<file path="src/rtl/ple_pkg.sv">
`default_nettype none

package ple_pkg;

	localparam int DEFAULT_CAPACITY = 256;
	localparam int DATA_W           = 32;
	localparam int POS_W            = 16;
	localparam int OUT_POS_W        = 9;

	typedef enum logic [1:0] {
		FN_INSERT = 2'd0,
		FN_DELETE = 2'd1,
		FN_READ   = 2'd2,
		FN_SEARCH = 2'd3
	} func_e_t;

	typedef enum logic [1:0] {
		ST_DONE   = 2'd0,
		ST_REJECT = 2'd1,
		ST_FULL   = 2'd2
	} status_e_t;

	typedef struct packed {
		func_e_t                    func;
		logic [POS_W-1:0]           position;
		logic signed [DATA_W-1:0]   value_in;
	} req_t;

	typedef struct packed {
		status_e_t                  status;
		logic signed [DATA_W-1:0]   value_out;
		logic [OUT_POS_W-1:0]       found_position;
		logic [OUT_POS_W-1:0]       entry_count;
	} rsp_t;

endpackage

`default_nettype wire

</file>
<file path="src/rtl/ple_seq.sv">
`default_nettype none

module ple_seq #(
	parameter int CAPACITY = ple_pkg::DEFAULT_CAPACITY
) (
	input  wire logic                          clk,
	input  wire logic                          arst_n,
	input  wire logic                          req_valid,
	output logic                               req_ready,
	input  wire ple_pkg::req_t                 req_data,
	output logic                               res_valid,
	input  wire logic                          res_ready,
	output ple_pkg::rsp_t                      res_data,
	output logic                               mem_we,
	output logic [$clog2(CAPACITY)-1:0]        mem_waddr,
	output logic [ple_pkg::DATA_W-1:0]         mem_wdata,
	output logic [$clog2(CAPACITY)-1:0]        mem_raddr,
	input  wire logic [ple_pkg::DATA_W-1:0]    mem_rdata
);
	import ple_pkg::*;

	localparam int AW = $clog2(CAPACITY);
	localparam int CW = $clog2(CAPACITY + 1);

	typedef enum logic [9:0] {
		S_IDLE      = 10'b0000000001,
		S_INS_SHIFT = 10'b0000000010,
		S_INS_DRAIN = 10'b0000000100,
		S_INS_PUT   = 10'b0000001000,
		S_DEL_SCAN  = 10'b0000010000,
		S_DEL_DRAIN = 10'b0000100000,
		S_RD_ISSUE  = 10'b0001000000,
		S_RD_WAIT   = 10'b0010000000,
		S_SRCH      = 10'b0100000000,
		S_FINISH    = 10'b1000000000
	} state_t;

	state_t            state_q;
	logic [CW-1:0]     count_q;
	logic [AW-1:0]     ptr_q;
	logic [AW-1:0]     lo_q;
	logic [AW-1:0]     hi_q;
	logic [AW-1:0]     prev_q;
	logic              pend_q;
	logic [DATA_W-1:0] val_q;
	status_e_t         status_q;
	logic [DATA_W-1:0] vout_q;
	logic [CW-1:0]     found_q;
	logic [CW-1:0]     i_q;
	logic [CW-1:0]     j_q;
	logic [CW-1:0]     prevpos_q;
	logic              side_q;     // 0 front, 1 back
	logic              issuing_q;

	logic [31:0] pos32;
	logic [31:0] cnt32;
	logic [31:0] found32;
	logic [31:0] ins_idx32;
	logic [31:0] del_idx32;
	logic [CW-1:0] srch_pos;

	assign pos32 = 32'(req_data.position);
	assign cnt32 = 32'(count_q);
	assign found32 = 32'(found_q);
	assign srch_pos = side_q ? j_q : i_q;

	always_comb begin
		priority if (cnt32 == 32'd0 || pos32 == 32'd1) begin
			ins_idx32 = 32'd0;
		end else if (pos32 >= cnt32) begin
			ins_idx32 = cnt32;
		end else begin
			ins_idx32 = pos32 - 32'd1;
		end
	end

	always_comb begin
		priority if (pos32 == 32'd1) begin
			del_idx32 = 32'd0;
		end else if (pos32 >= cnt32) begin
			del_idx32 = cnt32 - 32'd1;
		end else begin
			del_idx32 = pos32 - 32'd1;
		end
	end

	// memory port: one write, one registered read per cycle
	always_comb begin
		mem_we    = 1'b0;
		mem_waddr = prev_q;
		mem_wdata = mem_rdata;
		mem_raddr = ptr_q;
		unique case (state_q)
			S_INS_SHIFT, S_INS_DRAIN: begin
				mem_we    = pend_q;
				mem_waddr = prev_q + AW'(1);
			end
			S_INS_PUT: begin
				mem_we    = 1'b1;
				mem_waddr = lo_q;
				mem_wdata = val_q;
			end
			S_DEL_SCAN, S_DEL_DRAIN: begin
				// first read is the removed entry, later ones move forward
				mem_we    = pend_q && (prev_q != lo_q);
				mem_waddr = prev_q - AW'(1);
			end
			S_RD_ISSUE: begin
				mem_raddr = lo_q;
			end
			S_SRCH: begin
				mem_raddr = AW'(srch_pos - CW'(1));
			end
			default: begin
			end
		endcase
	end

	assign req_ready = (state_q == S_IDLE);
	assign res_valid = (state_q == S_FINISH);

	always_comb begin
		res_data.status         = status_q;
		res_data.value_out      = vout_q;
		res_data.found_position = found32[OUT_POS_W-1:0];
		res_data.entry_count    = cnt32[OUT_POS_W-1:0];
	end

	always_ff @(posedge clk or negedge arst_n) begin
		if (!arst_n) begin
			state_q   <= S_IDLE;
			count_q   <= '0;
			pend_q    <= 1'b0;
			issuing_q <= 1'b0;
			side_q    <= 1'b0;
		end else begin
			unique case (state_q)
				S_IDLE: begin
					if (req_valid) begin
						val_q    <= req_data.value_in;
						pend_q   <= 1'b0;
						vout_q   <= '0;
						found_q  <= '0;
						status_q <= ST_DONE;
						unique case (req_data.func)
							FN_INSERT: begin
								priority if (pos32 == 32'd0) begin
									status_q <= ST_REJECT;
									state_q  <= S_FINISH;
								end else if (cnt32 >= 32'(CAPACITY)) begin
									status_q <= ST_FULL;
									state_q  <= S_FINISH;
								end else begin
									lo_q  <= AW'(ins_idx32);
									ptr_q <= AW'(cnt32 - 32'd1);
									state_q <= (ins_idx32 == cnt32) ? S_INS_PUT : S_INS_SHIFT;
								end
							end
							FN_DELETE: begin
								if (cnt32 == 32'd0 || pos32 == 32'd0) begin
									status_q <= ST_REJECT;
									state_q  <= S_FINISH;
								end else begin
									lo_q    <= AW'(del_idx32);
									ptr_q   <= AW'(del_idx32);
									hi_q    <= AW'(cnt32 - 32'd1);
									state_q <= S_DEL_SCAN;
								end
							end
							FN_READ: begin
								if (cnt32 == 32'd0 || pos32 == 32'd0 || pos32 > cnt32) begin
									status_q <= ST_REJECT;
									state_q  <= S_FINISH;
								end else begin
									lo_q    <= AW'(pos32 - 32'd1);
									state_q <= S_RD_ISSUE;
								end
							end
							FN_SEARCH: begin
								if (cnt32 == 32'd0) begin
									status_q <= ST_REJECT;
									state_q  <= S_FINISH;
								end else begin
									i_q       <= CW'(1);
									j_q       <= count_q;
									side_q    <= 1'b0;
									issuing_q <= 1'b1;
									state_q   <= S_SRCH;
								end
							end
						endcase
					end
				end
				S_INS_SHIFT: begin
					prev_q <= ptr_q;
					pend_q <= 1'b1;
					if (ptr_q == lo_q) begin
						state_q <= S_INS_DRAIN;
					end else begin
						ptr_q <= ptr_q - AW'(1);
					end
				end
				S_INS_DRAIN: begin
					pend_q  <= 1'b0;
					state_q <= S_INS_PUT;
				end
				S_INS_PUT: begin
					count_q <= count_q + CW'(1);
					state_q <= S_FINISH;
				end
				S_DEL_SCAN: begin
					if (pend_q && prev_q == lo_q) begin
						vout_q <= mem_rdata;
					end
					prev_q <= ptr_q;
					pend_q <= 1'b1;
					if (ptr_q == hi_q) begin
						state_q <= S_DEL_DRAIN;
					end else begin
						ptr_q <= ptr_q + AW'(1);
					end
				end
				S_DEL_DRAIN: begin
					if (prev_q == lo_q) begin
						vout_q <= mem_rdata;
					end
					pend_q  <= 1'b0;
					count_q <= count_q - CW'(1);
					state_q <= S_FINISH;
				end
				S_RD_ISSUE: begin
					state_q <= S_RD_WAIT;
				end
				S_RD_WAIT: begin
					vout_q  <= mem_rdata;
					state_q <= S_FINISH;
				end
				S_SRCH: begin
					pend_q <= issuing_q;
					if (issuing_q) begin
						prevpos_q <= srch_pos;
						if (!side_q) begin
							if (i_q < j_q) begin
								side_q <= 1'b1;
							end else begin
								issuing_q <= 1'b0;
							end
						end else begin
							i_q <= i_q + CW'(1);
							j_q <= j_q - CW'(1);
							if ((i_q + CW'(1)) < j_q) begin
								side_q <= 1'b0;
							end else begin
								issuing_q <= 1'b0;
							end
						end
					end
					// compares retire in issue order, so the first hit wins
					if (pend_q && mem_rdata == val_q) begin
						found_q   <= prevpos_q;
						issuing_q <= 1'b0;
						pend_q    <= 1'b0;
						state_q   <= S_FINISH;
					end else if (pend_q && !issuing_q) begin
						status_q <= ST_REJECT;
						pend_q   <= 1'b0;
						state_q  <= S_FINISH;
					end
				end
				S_FINISH: begin
					if (res_ready) begin
						state_q <= S_IDLE;
					end
				end
				default: begin
					state_q <= S_IDLE;
				end
			endcase
		end
	end

endmodule

`default_nettype wire

</file>
<file path="config.mk">
export PLATFORM = sky130hd
export DESIGN_NAME = ple_seq
export DESIGN_NICKNAME = d
export VERILOG_FILES = /design/src/rtl/ple_pkg.sv /design/src/rtl/ple_seq.sv
export SDC_FILE = /design/constraint.sdc
export NUM_CORES = 1
export LEC_CHECK = 0
export ABC_AREA = 1
export BUFFER_PORTS_ARGS = -buffer_cell sky130_fd_sc_hd__buf_4
export CAP_MARGIN = 25
export CORE_MARGIN = 2
export CORE_UTILIZATION = 25
export DETAILED_ROUTE_END_ITERATION = 12
export PLACE_DENSITY = 0.49
export SLEW_MARGIN = 15
export SYNTH_ARGS = -nofsm -noshare
export SYNTH_HDL_FRONTEND = slang
export SYNTH_SLANG_ARGS = --single-unit
</file>
<file path="constraint.sdc">
create_clock -name clk -period 6 [get_ports clk]
set_clock_uncertainty 0.2 [all_clocks]
set_input_delay 0.3 -clock clk [delete_from_list [all_inputs] [get_ports clk]]
set_output_delay 0.3 -clock clk [all_outputs]
set_load 0.01 [all_outputs]
</file>
==> results of run 1 <==
## cell type report
cell class	instances	area share
flip-flops and latches	156	0.329
clock buffers	17	0.0305
clock inverters	15	0.0132
multi-input cells	898	0.366
inverters	218	0.0591
repair buffers	264	0.154
well taps	539	0.0484
## stage by stage
stage | area [sq um] | instances | worst slack, ps | utilization
6_report | 13900 | 2107 | 1780 | 0.333
5_1_grt | 13900 | 2107 | 1420 | 0.333
4_1_cts | 13900 | 2106 | 1750 | 0.332
3_5_place_dp | 12700 | 2009 | 2230 | 0.302
3_3_place_gp | 12600 | 2008 | 2350 | 0.302
2_1_floorplan | 10600 | 1294 | 1300 | -
## final timing paths
check                                  startpoint                       end  slack, ps  cells past startpoint
max                        state_q[0]$_DFFE_PN1P_              mem_waddr[7]       1780                     20
min                                     res_ready    state_q[9]$_DFFE_PN0P_         20                      4
max reg2reg                state_q[7]$_DFFE_PN0P_  found_q[6]$_SDFFCE_PN0P_       2430                      9
min reg2reg                state_q[7]$_DFFE_PN0P_    state_q[7]$_DFFE_PN0P_        340                      1
max in group asynchronous                  arst_n    state_q[0]$_DFFE_PN1P_       5170                      2
min in group asynchronous                  arst_n    count_q[5]$_DFFE_PN0P_        120                      2
## power by group through the flow
stage | sequential (W) | combinational, W | clock [W]
after floorplan | 0.00165 | 0.00109 | 0
after global placement | 0.00167 | 0.00184 | 0
after detailed placement | 0.00167 | 0.00185 | 0
after CTS | 0.00165 | 0.00190 | 0.00117
after global routing | 0.00167 | 0.00210 | 0.00122
final | 0.00165 | 0.00189 | 0.00115
## cell families after synthesis
kind of cell | after synthesis | share of synthesized area
DFF | 156 | 0.433
xor gates and xnor gates | 76 | 0.0630
buffers and inverters | 240 | 0.0878
and+or+nand+nor | 578 | 0.243
adders and majority gates | 59 | 0.0720
AOI/OAI and AO/OA | 184 | 0.100
muxes | 1 | 0.000948
## cell usage in the layout (no fill, tap or decap), types with 5 or more instances in the layout
cell	count
xor2_1	55
a22oi_1	5
nand4_1	36
o2111ai_1	5
a21oi_1	46
edfxtp_1	134
inv_2	13
nor2_1	122
or2_2	9
buf_4	197
clkbuf_16	17
dfrtp_1	21
o211ai_1	23
nor4_1	15
ha_1	56
xnor2_1	21
inv_6	6
nand2_2	5
nor2_2	6
nand2_1	306
dlygate4sd3_1	65
nand3_1	42
o21ai_1	7
o21ai_0	79
inv_1	202
nor3_1	20
## state kept, by name (all words and copies together), names as in the netlist, 9 cells and up
name       count
prevpos_q      9
j_q            9
count_q        9
val_q         32
vout_q        32
found_q        9
state_q       10
i_q            9
## cells in the mapped netlist (all sizes together) (2+ instances only)
| cell | n | share of area |
|---|---|---|
| clkbuf | 12 | 0.0043 |
| nand4 | 37 | 0.023 |
| o221ai | 3 | 0.0025 |
| nor4 | 18 | 0.014 |
| dfrtp | 21 | 0.050 |
| clkinv | 3 | 0.0015 |
| a31oi | 2 | 0.0012 |
| a211oi | 2 | 0.0014 |
| or2 | 9 | 0.0053 |
| nand3b | 2 | 0.0014 |
| o22ai | 3 | 0.0018 |
| nor3 | 23 | 0.012 |
| xor2 | 55 | 0.046 |
| ha | 56 | 0.066 |
| o31ai | 2 | 0.0014 |
| nand2 | 312 | 0.11 |
| a22oi | 5 | 0.0036 |
| buf | 10 | 0.0056 |
| o211ai | 23 | 0.016 |
| o2111ai | 5 | 0.0041 |
| fa | 3 | 0.0057 |
| o21ai | 86 | 0.041 |
| xnor2 | 21 | 0.017 |
| nand3 | 45 | 0.023 |
| o21bai | 3 | 0.0021 |
| a21oi | 46 | 0.022 |
| edfxtp | 134 | 0.38 |
| nor2 | 130 | 0.049 |
| inv | 215 | 0.076 |
## worst max-delay path, delay by kind of cell, from the launching register on
kind / cells / cell delay, ps
AO/OA/AOI/OAI: 4 / 590
flip-flops: 1 / 560
adder cells (fa/ha/maj): 1 / 330
buffers and inverters: 4 / 660
AND/OR/NAND/NOR: 11 / 1140
## per-layer routing
metal	track usage	share of wire	vias up
li1	-	-	4816
met1	0.206	0.44	4554
met2	0.289	0.49	262
met3	0.0268	0.047	39
met4	0.0489	0.020	0
met5	0	0	-
==> results.sh, run 1 <==
export IMPL_status="finished, final reports clean"
export IMPL_cts_buffer_depth=2
export IMPL_power_frac_comb=0.403
export IMPL_detail_route_antenna_nets=0
export IMPL_wl_per_cell_um=17.1
export IMPL_clkSlewWorstSetupHoldPaths_ps=70
export IMPL_crit_type="flop to primary output"
export IMPL_finalCritPeriodShare=0.703
export IMPL_vias=9671
export IMPL_finalPower_w=0.00469
export IMPL_worst_pin_slew_ps=909
export IMPL_area_delta_synth_final_pct=31.9
export IMPL_synth_seq_cells=156
export IMPL_initialDrtViolationCount=727
export IMPL_cp_max_fo=12
export IMPL_clk_latency_ps=440
export IMPL_finalHoldViolCount=0
export IMPL_multi_input_comb_area_sq_um=5090
export IMPL_yosysSeqAreaShare=0.433
export IMPL_cts_repair_resize_count=0
export IMPL_h_tree_depth=4
export IMPL_route_detailed_drc=0
export IMPL_slowest_stage="dfstp_2"
export IMPL_grt_antenna_before_repair=0
export IMPL_fmax_mhz=237
export IMPL_viasPerCell=4.59
export IMPL_dr_pass1_iters=5
export IMPL_hp_class="input pin to flop"
export IMPL_cts_made_buffers=17
export IMPL_dp_final_hpwl_um=27900
export IMPL_power_switching_w=0.00186
export IMPL_syn_nets=1439
export IMPL_rsz0062_at_grt="no"
export IMPL_synthCells=1294
export IMPL_cap_violations=0
export IMPL_setup_violations=0
export IMPL_grt_pass1_vias=9650
export IMPL_grt_start_max_net_pins=55
export IMPL_ctsHoldBuffers=65
export IMPL_postCtsSetupBuffers=0
export IMPL_power_frac_seq=0.351
export IMPL_nets=1700
export IMPL_crit_chain="inv_1 -> nand2_1 -> nor2_4 -> nand3_1 -> inv_1 -> nor2_2 -> inv_1 -> ha_1 -> a21oi_1 -> o21bai_1 -> nand2_1 -> nand2_1 -> nand2_1 -> nand2_1 -> nand2_1 -> nand2_1 -> a21oi_1 -> nor2_1 -> o211ai_1 -> buf_4"
export IMPL_synth_cell_area_sq_um=10600
export IMPL_synthArstFlopShare=0.141
export IMPL_synth_edf_count=134
export IMPL_crit_arrival_ps=3720
export IMPL_path_common_cell="nand2_1"
export IMPL_grt_overflow=0
export IMPL_critical_path_max_stage_delay_ps=560
export IMPL_cp_required_ps=5500
export IMPL_end_kind="primary output"
export IMPL_die_w_um=210
export IMPL_hold_worst_slack_ps=21.7
export IMPL_power_density_nw_per_um2=337
export IMPL_die_area_sq_um=43900
export IMPL_cts_tree="done"
export IMPL_period_needed_ps=4220
export IMPL_grt_usage=0.164
export IMPL_start_kind="flop"
export IMPL_fin_tns_setup_ps=0
export IMPL_synthFlopType="edfxtp_1"
export IMPL_grt_pass1_wl_um=55400
export IMPL_num_antenna_cells=0
export IMPL_synth_area_per_cell_sq_um=8.16
export IMPL_n_fill_cell=4423
export IMPL_row_count=75
export IMPL_pin_count=189
export IMPL_portBuffers=188
export IMPL_core_area_sq_um=41900
export IMPL_ys_warn_count=0
export IMPL_seqCellArea_sq_um=4580
export IMPL_maxSlewViolCount=0
export IMPL_relSlewSlack=0.393
export IMPL_cts_sinks=156
export IMPL_p_leak_nw=6.51
export IMPL_routed_wl_um=36000
export IMPL_initial_utilization=0.252
export IMPL_cts_root_buf="clkbuf_16"
export IMPL_drive_gt1_frac=0.179
export IMPL_clkPwrFrac=0.246
export IMPL_p_int_w=0.00283
export IMPL_die_h_um=210
export IMPL_swShare=0.396
export IMPL_gp_congestion=0.881
export IMPL_irDropWorstVdd_v=0.000183
export IMPL_yosys_cell_types_count=53
No activity file was read; power rests on OpenSTA's default activity.
==> run 2: changes to the inputs <==
Settings changed: PLACE_DENSITY 0.49 to 0.51.
Clock period 6 ns to 3.55 ns, I/O delays scaled along.
==> results.sh, run 2 (synthesis results as in run 1) <==
export IMPL_status="finished, final reports clean"
export IMPL_maxSlewViolCount=0
export IMPL_reg2regPathDepth=17
export IMPL_clk_latency_ps=430
export IMPL_irDropWorstVdd_v=0.000394
export IMPL_grt_pass1_wl_um=55500
export IMPL_initial_utilization=0.252
export IMPL_portBuffers=188
export IMPL_slowest_stage="dfrtp_1"
export IMPL_dr_pass1_iters=4
export IMPL_crit_arrival_ps=3020
export IMPL_die_h_um=210
export IMPL_nets=1733
export IMPL_top_regs="val_q: 32 flops, vout_q: 32 flops, state_q: 10 flops"
export IMPL_grt_start_max_net_pins=55
export IMPL_hp_class="input pin to asynchronous set/reset pin"
export IMPL_power_density_nw_per_um2=560
export IMPL_critical_path_max_stage_delay_ps=410
export IMPL_grt_usage=0.164
export IMPL_die_area_sq_um=43900
export IMPL_cts_root_buf="clkbuf_16"
export IMPL_h_tree_depth=4
export IMPL_final_common_cell="nand2_1"
export IMPL_route_detailed_drc=0
export IMPL_crit_type="flop to primary output"
export IMPL_cts_made_buffers=17
export IMPL_end_kind="primary output"
export IMPL_routed_wl_um=36000
export IMPL_grt_antenna_before_repair=0
export IMPL_drive_gt1_frac=0.202
export IMPL_die_w_um=210
export IMPL_cp_max_fo=5
export IMPL_cts_sinks=156
export IMPL_finalCritPeriodShare=0.956
export IMPL_path_common_cell="nand2_1"
export IMPL_vias=9771
export IMPL_final_cell_mix="305 x nand2_1, 230 x buf_4, 198 x inv_1"
export IMPL_setup_violations=0
export IMPL_initialDrtViolationCount=565
export IMPL_pin_count=189
export IMPL_detail_route_antenna_nets=0
export IMPL_r2r_end="ptr_q[7]$_DFFE_PP_"
export IMPL_rrSetupSlack_ps=420
export IMPL_dp_final_hpwl_um=27900
export IMPL_area_delta_synth_final_pct=34.5
export IMPL_worst_pin_slew_ps=716
export IMPL_fin_tns_setup_ps=0
export IMPL_cp_required_ps=3170
export IMPL_cap_violations=0
export IMPL_finalHoldViolCount=0
export IMPL_period_needed_ps=3390
export IMPL_gp_congestion=0.889
export IMPL_cts_buffer_depth=2
export IMPL_row_count=75
export IMPL_fmax_mhz=295
export IMPL_clkSlewWorstSetupHoldPaths_ps=70
export IMPL_p_leak_nw=6.66
export IMPL_viasPerCell=4.57
export IMPL_grt_overflow=0
export IMPL_grt_pass1_vias=9848
export IMPL_wl_per_cell_um=16.8
export IMPL_num_antenna_cells=0
export IMPL_crit_chain="nor2_2 -> inv_2 -> nor4_4 -> nand2_4 -> inv_4 -> nor2_4 -> buf_4 -> fa_2 -> nor2_1 -> o21ai_0 -> nand2_1 -> nand2_1 -> nand2_1 -> a21oi_2 -> xor2_1 -> o221ai_1 -> buf_4"
export IMPL_finalCoreUtilization=0.340
export IMPL_cts_tree="done"
export IMPL_core_area_sq_um=41900
export IMPL_relSlewSlack=0.518
export IMPL_rr_startpoint="state_q[6]$_DFFE_PN0P_"
export IMPL_start_kind="flop"
## run 2: changes by cell type in the layout (fill, tap and decap cells not counted), sizes merged
cell | previous run | this run
bufinv | 3 | 2
inv | 221 | 217
buf | 199 | 230
clkinv | 8 | 11
clkbuf | 17 | 18
dlygate4sd3 | 65 | 67
clkinvlp | 1 | 2
## run 2: power by group
part           internal [W]  switching [W]  total, W
clock               0.00104       0.000813   0.00185
sequential          0.00249       0.000253   0.00274
combinational       0.00126        0.00210   0.00337
total               0.00479        0.00317   0.00796
## run 2: cell type report
type                            instances  area, sq um
Fill cell                            4347        27600
Multi-Input combinational cell        898         5160
Tap cell                              539          674
Clock inverter                         14          144
Sequential cell                       156         4580
Timing Repair Buffer                  297         2400
Inverter                              218          831
Clock buffer                           18          429
## run 2: metal layers
metal	share of wire	GRT usage	wire [um]
met1	0.44	0.207	16000
met2	0.48	0.282	17300
met3	0.050	0.0283	1780
met4	0.028	0.0616	1000
met5	0	0	0
## run 2: stage by stage
step           setup slack [ps]  instance area, sq um  power (W)  instances  hold slack, ps
2_1_floorplan              12.7                 10600    0.00465       1294            -318
3_3_place_gp                377                 12800    0.00602       2030           -97.8
3_5_place_dp                346                 12800    0.00603       2030           -94.7
4_1_cts                    26.7                 14100    0.00797       2130            13.7
5_1_grt                   -56.7                 14200    0.00849       2140            19.7
6_report                    156                 14200    0.00796       2140            2.72
## run 2: repair_timing
| item | 4_1_cts | 5_1_grt |
|---|---|---|
| resized for setup | 4 | 17 |
| hold endpoints to repair | 89 | 0 |
| hold buffers | 67 | 0 |
| buffers inserted | 1 | 10 |
| pin swaps | 1 | 13 |
| endpoints found under the setup margin | 4 | 4 |
## run 2: how the worst max path moves through the flow
stage | startpoint | end | slack [ps] | depth (start not counted)
after floorplan | state_q[0]$_DFFE_PN1P_ | vout_q[0]$_SDFFCE_PN0P_ | 10 | 10
after global placement | state_q[8]$_DFFE_PN0P_ | mem_waddr[7] | 380 | 20
after detailed placement | state_q[8]$_DFFE_PN0P_ | mem_waddr[7] | 350 | 20
after global routing | state_q[6]$_DFFE_PN0P_ | mem_waddr[7] | -60 | 21
after CTS | state_q[8]$_DFFE_PN0P_ | mem_waddr[6] | 30 | 17
final | state_q[6]$_DFFE_PN0P_ | mem_waddr[6] | 160 | 17
## run 2: critical path: cells and delay by family, from the launching register on
family / cells / cell delay, ps
xor gates and xnor gates: 1 / 140
buffers and inverters: 4 / 450
DFF: 1 / 410
and+or+nand+nor: 8 / 940
adders and majority gates: 1 / 340
AOI/OAI and AO/OA: 3 / 310
==> run 3: changes to the inputs <==
Settings changed: CTS_BUF_LIST set to sky130_fd_sc_hd__clkbuf_4 sky130_fd_sc_hd__clkbuf_8 sky130_fd_sc_hd__clkbuf_16.
==> results.sh, run 3 (synthesis results as in run 1) <==
export IMPL_cap_violations=0
export IMPL_die_area_sq_um=43900
export IMPL_grt_pass1_wl_um=55500
export IMPL_end_kind="primary output"
export IMPL_hp_class="input pin to asynchronous set/reset pin"
export IMPL_rrSetupSlack_ps=420
export IMPL_dr_pass1_iters=4
export IMPL_core_area_sq_um=41900
export IMPL_initial_utilization=0.252
export IMPL_p_leak_nw=6.66
export IMPL_grt_antenna_before_repair=0
export IMPL_initialDrtViolationCount=565
export IMPL_clkSlewWorstSetupHoldPaths_ps=70
export IMPL_cts_root_buf="clkbuf_16"
export IMPL_finalCoreUtilization=0.340
export IMPL_relSlewSlack=0.522
export IMPL_crit_type="flop to primary output"
export IMPL_path_common_cell="nand2_1"
export IMPL_detail_route_antenna_nets=0
export IMPL_dp_final_hpwl_um=27900
export IMPL_final_common_cell="nand2_1"
export IMPL_clk_latency_ps=430
export IMPL_grt_usage=0.164
export IMPL_crit_buf_inv=4
export IMPL_status="finished, final reports clean"
export IMPL_finalCritPeriodShare=0.956
export IMPL_viasPerCell=4.56
export IMPL_fmax_mhz=295
export IMPL_start_kind="flop"
export IMPL_cts_tree="done"
export IMPL_cp_max_fo=5
export IMPL_die_h_um=210
export IMPL_drive_gt1_frac=0.202
export IMPL_grt_overflow=0
export IMPL_pin_count=189
export IMPL_cpLargestDelayFamily="simple AND/OR/NAND/NOR gates"
export IMPL_finalHoldViolCount=0
export IMPL_worst_pin_slew_ps=710
export IMPL_hold_worst_slack_ps=2.06
export IMPL_n_fill_cell=4345
export IMPL_portBuffers=188
export IMPL_fin_cells=2140
export IMPL_crit_chain="nor2_2 -> inv_2 -> nor4_4 -> nand2_4 -> inv_4 -> nor2_4 -> buf_4 -> fa_2 -> nor2_1 -> o21ai_0 -> nand2_1 -> nand2_1 -> nand2_1 -> a21oi_2 -> xor2_1 -> o221ai_1 -> buf_4"
export IMPL_nets=1733
export IMPL_num_antenna_cells=0
export IMPL_cp_required_ps=3170
export IMPL_area_delta_synth_final_pct=34.6
export IMPL_r2r_end="ptr_q[7]$_DFFE_PP_"
export IMPL_grt_pass1_vias=9848
export IMPL_crit_arrival_ps=3020
export IMPL_slowest_stage="dfrtp_1"
export IMPL_route_detailed_drc=0
export IMPL_critical_path_max_stage_delay_ps=410
export IMPL_h_tree_depth=4
export IMPL_die_w_um=210
export IMPL_irDropWorstVdd_v=0.000394
export IMPL_dp_cells=2030
export IMPL_gp_congestion=0.889
export IMPL_setup_violations=0
export IMPL_period_needed_ps=3390
export IMPL_maxSlewViolCount=0
export IMPL_cts_buffer_depth=2
export IMPL_cts_sinks=156
export IMPL_grt_start_max_net_pins=55
export IMPL_routed_wl_um=36000
export IMPL_power_density_nw_per_um2=561
export IMPL_cts_made_buffers=17
export IMPL_row_count=75
export IMPL_reg2regPathDepth=17
export IMPL_vias=9765
export IMPL_fin_tns_setup_ps=0
export IMPL_top_regs="val_q: 32 flops, vout_q: 32 flops, state_q: 10 flops"
export IMPL_final_cell_mix="305 x nand2_1, 230 x buf_4, 198 x inv_1"
export IMPL_wl_per_cell_um=16.8
export IMPL_rr_startpoint="state_q[6]$_DFFE_PN0P_"
-- run 3: changes by cell type in the layout (fill, tap and decap cells not counted) --
cell and delta:
clkbuf_1 -1, clkbuf_4 +1
-- run 3: what timing repair did --
item	in CTS	in global routing
hold buffers	67	0
gates cloned	0	0
pin swaps	1	13
setup buffers	1	10
endpoints found under the setup margin	4	4
gates resized for setup	4	17
hold endpoints to repair	89	0
-- run 3: cell type report --
class / instances / area, sq um / share of cell area
Sequential cell: 156 / 4580 / 0.322
Tap cell: 539 / 674 / 0.0474
Clock inverter: 14 / 144 / 0.0101
Inverter: 218 / 831 / 0.0584
Multi-Input combinational cell: 898 / 5160 / 0.363
Clock buffer: 18 / 433 / 0.0305
Timing Repair Buffer: 297 / 2400 / 0.169
-- run 3: metal layers --
layer	global-route usage	share of wire
met1	0.207	0.44
met2	0.282	0.48
met3	0.0283	0.050
met4	0.0616	0.028
met5	0	0
-- run 3: worst max path at each step --
stage                                       from                       to  slack (ps)  cells past startpoint
final                     state_q[6]$_DFFE_PN0P_             mem_waddr[6]         160                     17
after global routing      state_q[6]$_DFFE_PN0P_             mem_waddr[7]         -60                     21
after CTS                 state_q[8]$_DFFE_PN0P_             mem_waddr[6]          30                     17
after detailed placement  state_q[8]$_DFFE_PN0P_             mem_waddr[7]         350                     20
after global placement    state_q[8]$_DFFE_PN0P_             mem_waddr[7]         380                     20
after floorplan           state_q[0]$_DFFE_PN1P_  vout_q[0]$_SDFFCE_PN0P_          10                     10
-- run 3: stage by stage --
stage | power, W | instance area, sq um | worst slack [ps]
after global routing | 0.00850 | 14200 | -56.7
after floorplan | 0.00465 | 10600 | 12.7
after global placement | 0.00602 | 12800 | 377
after CTS | 0.00798 | 14100 | 26.7
after detailed placement | 0.00603 | 12800 | 346
final | 0.00797 | 14200 | 155
-- run 3: power breakdown --
part	total, W	internal (W)	leakage (nW)	switching (W)
clock network	0.00186	0.00104	0.277	0.000816
logic	0.00337	0.00126	4.85	0.00210
registers	0.00274	0.00249	1.53	0.000253
total	0.00797	0.00480	6.66	0.00317
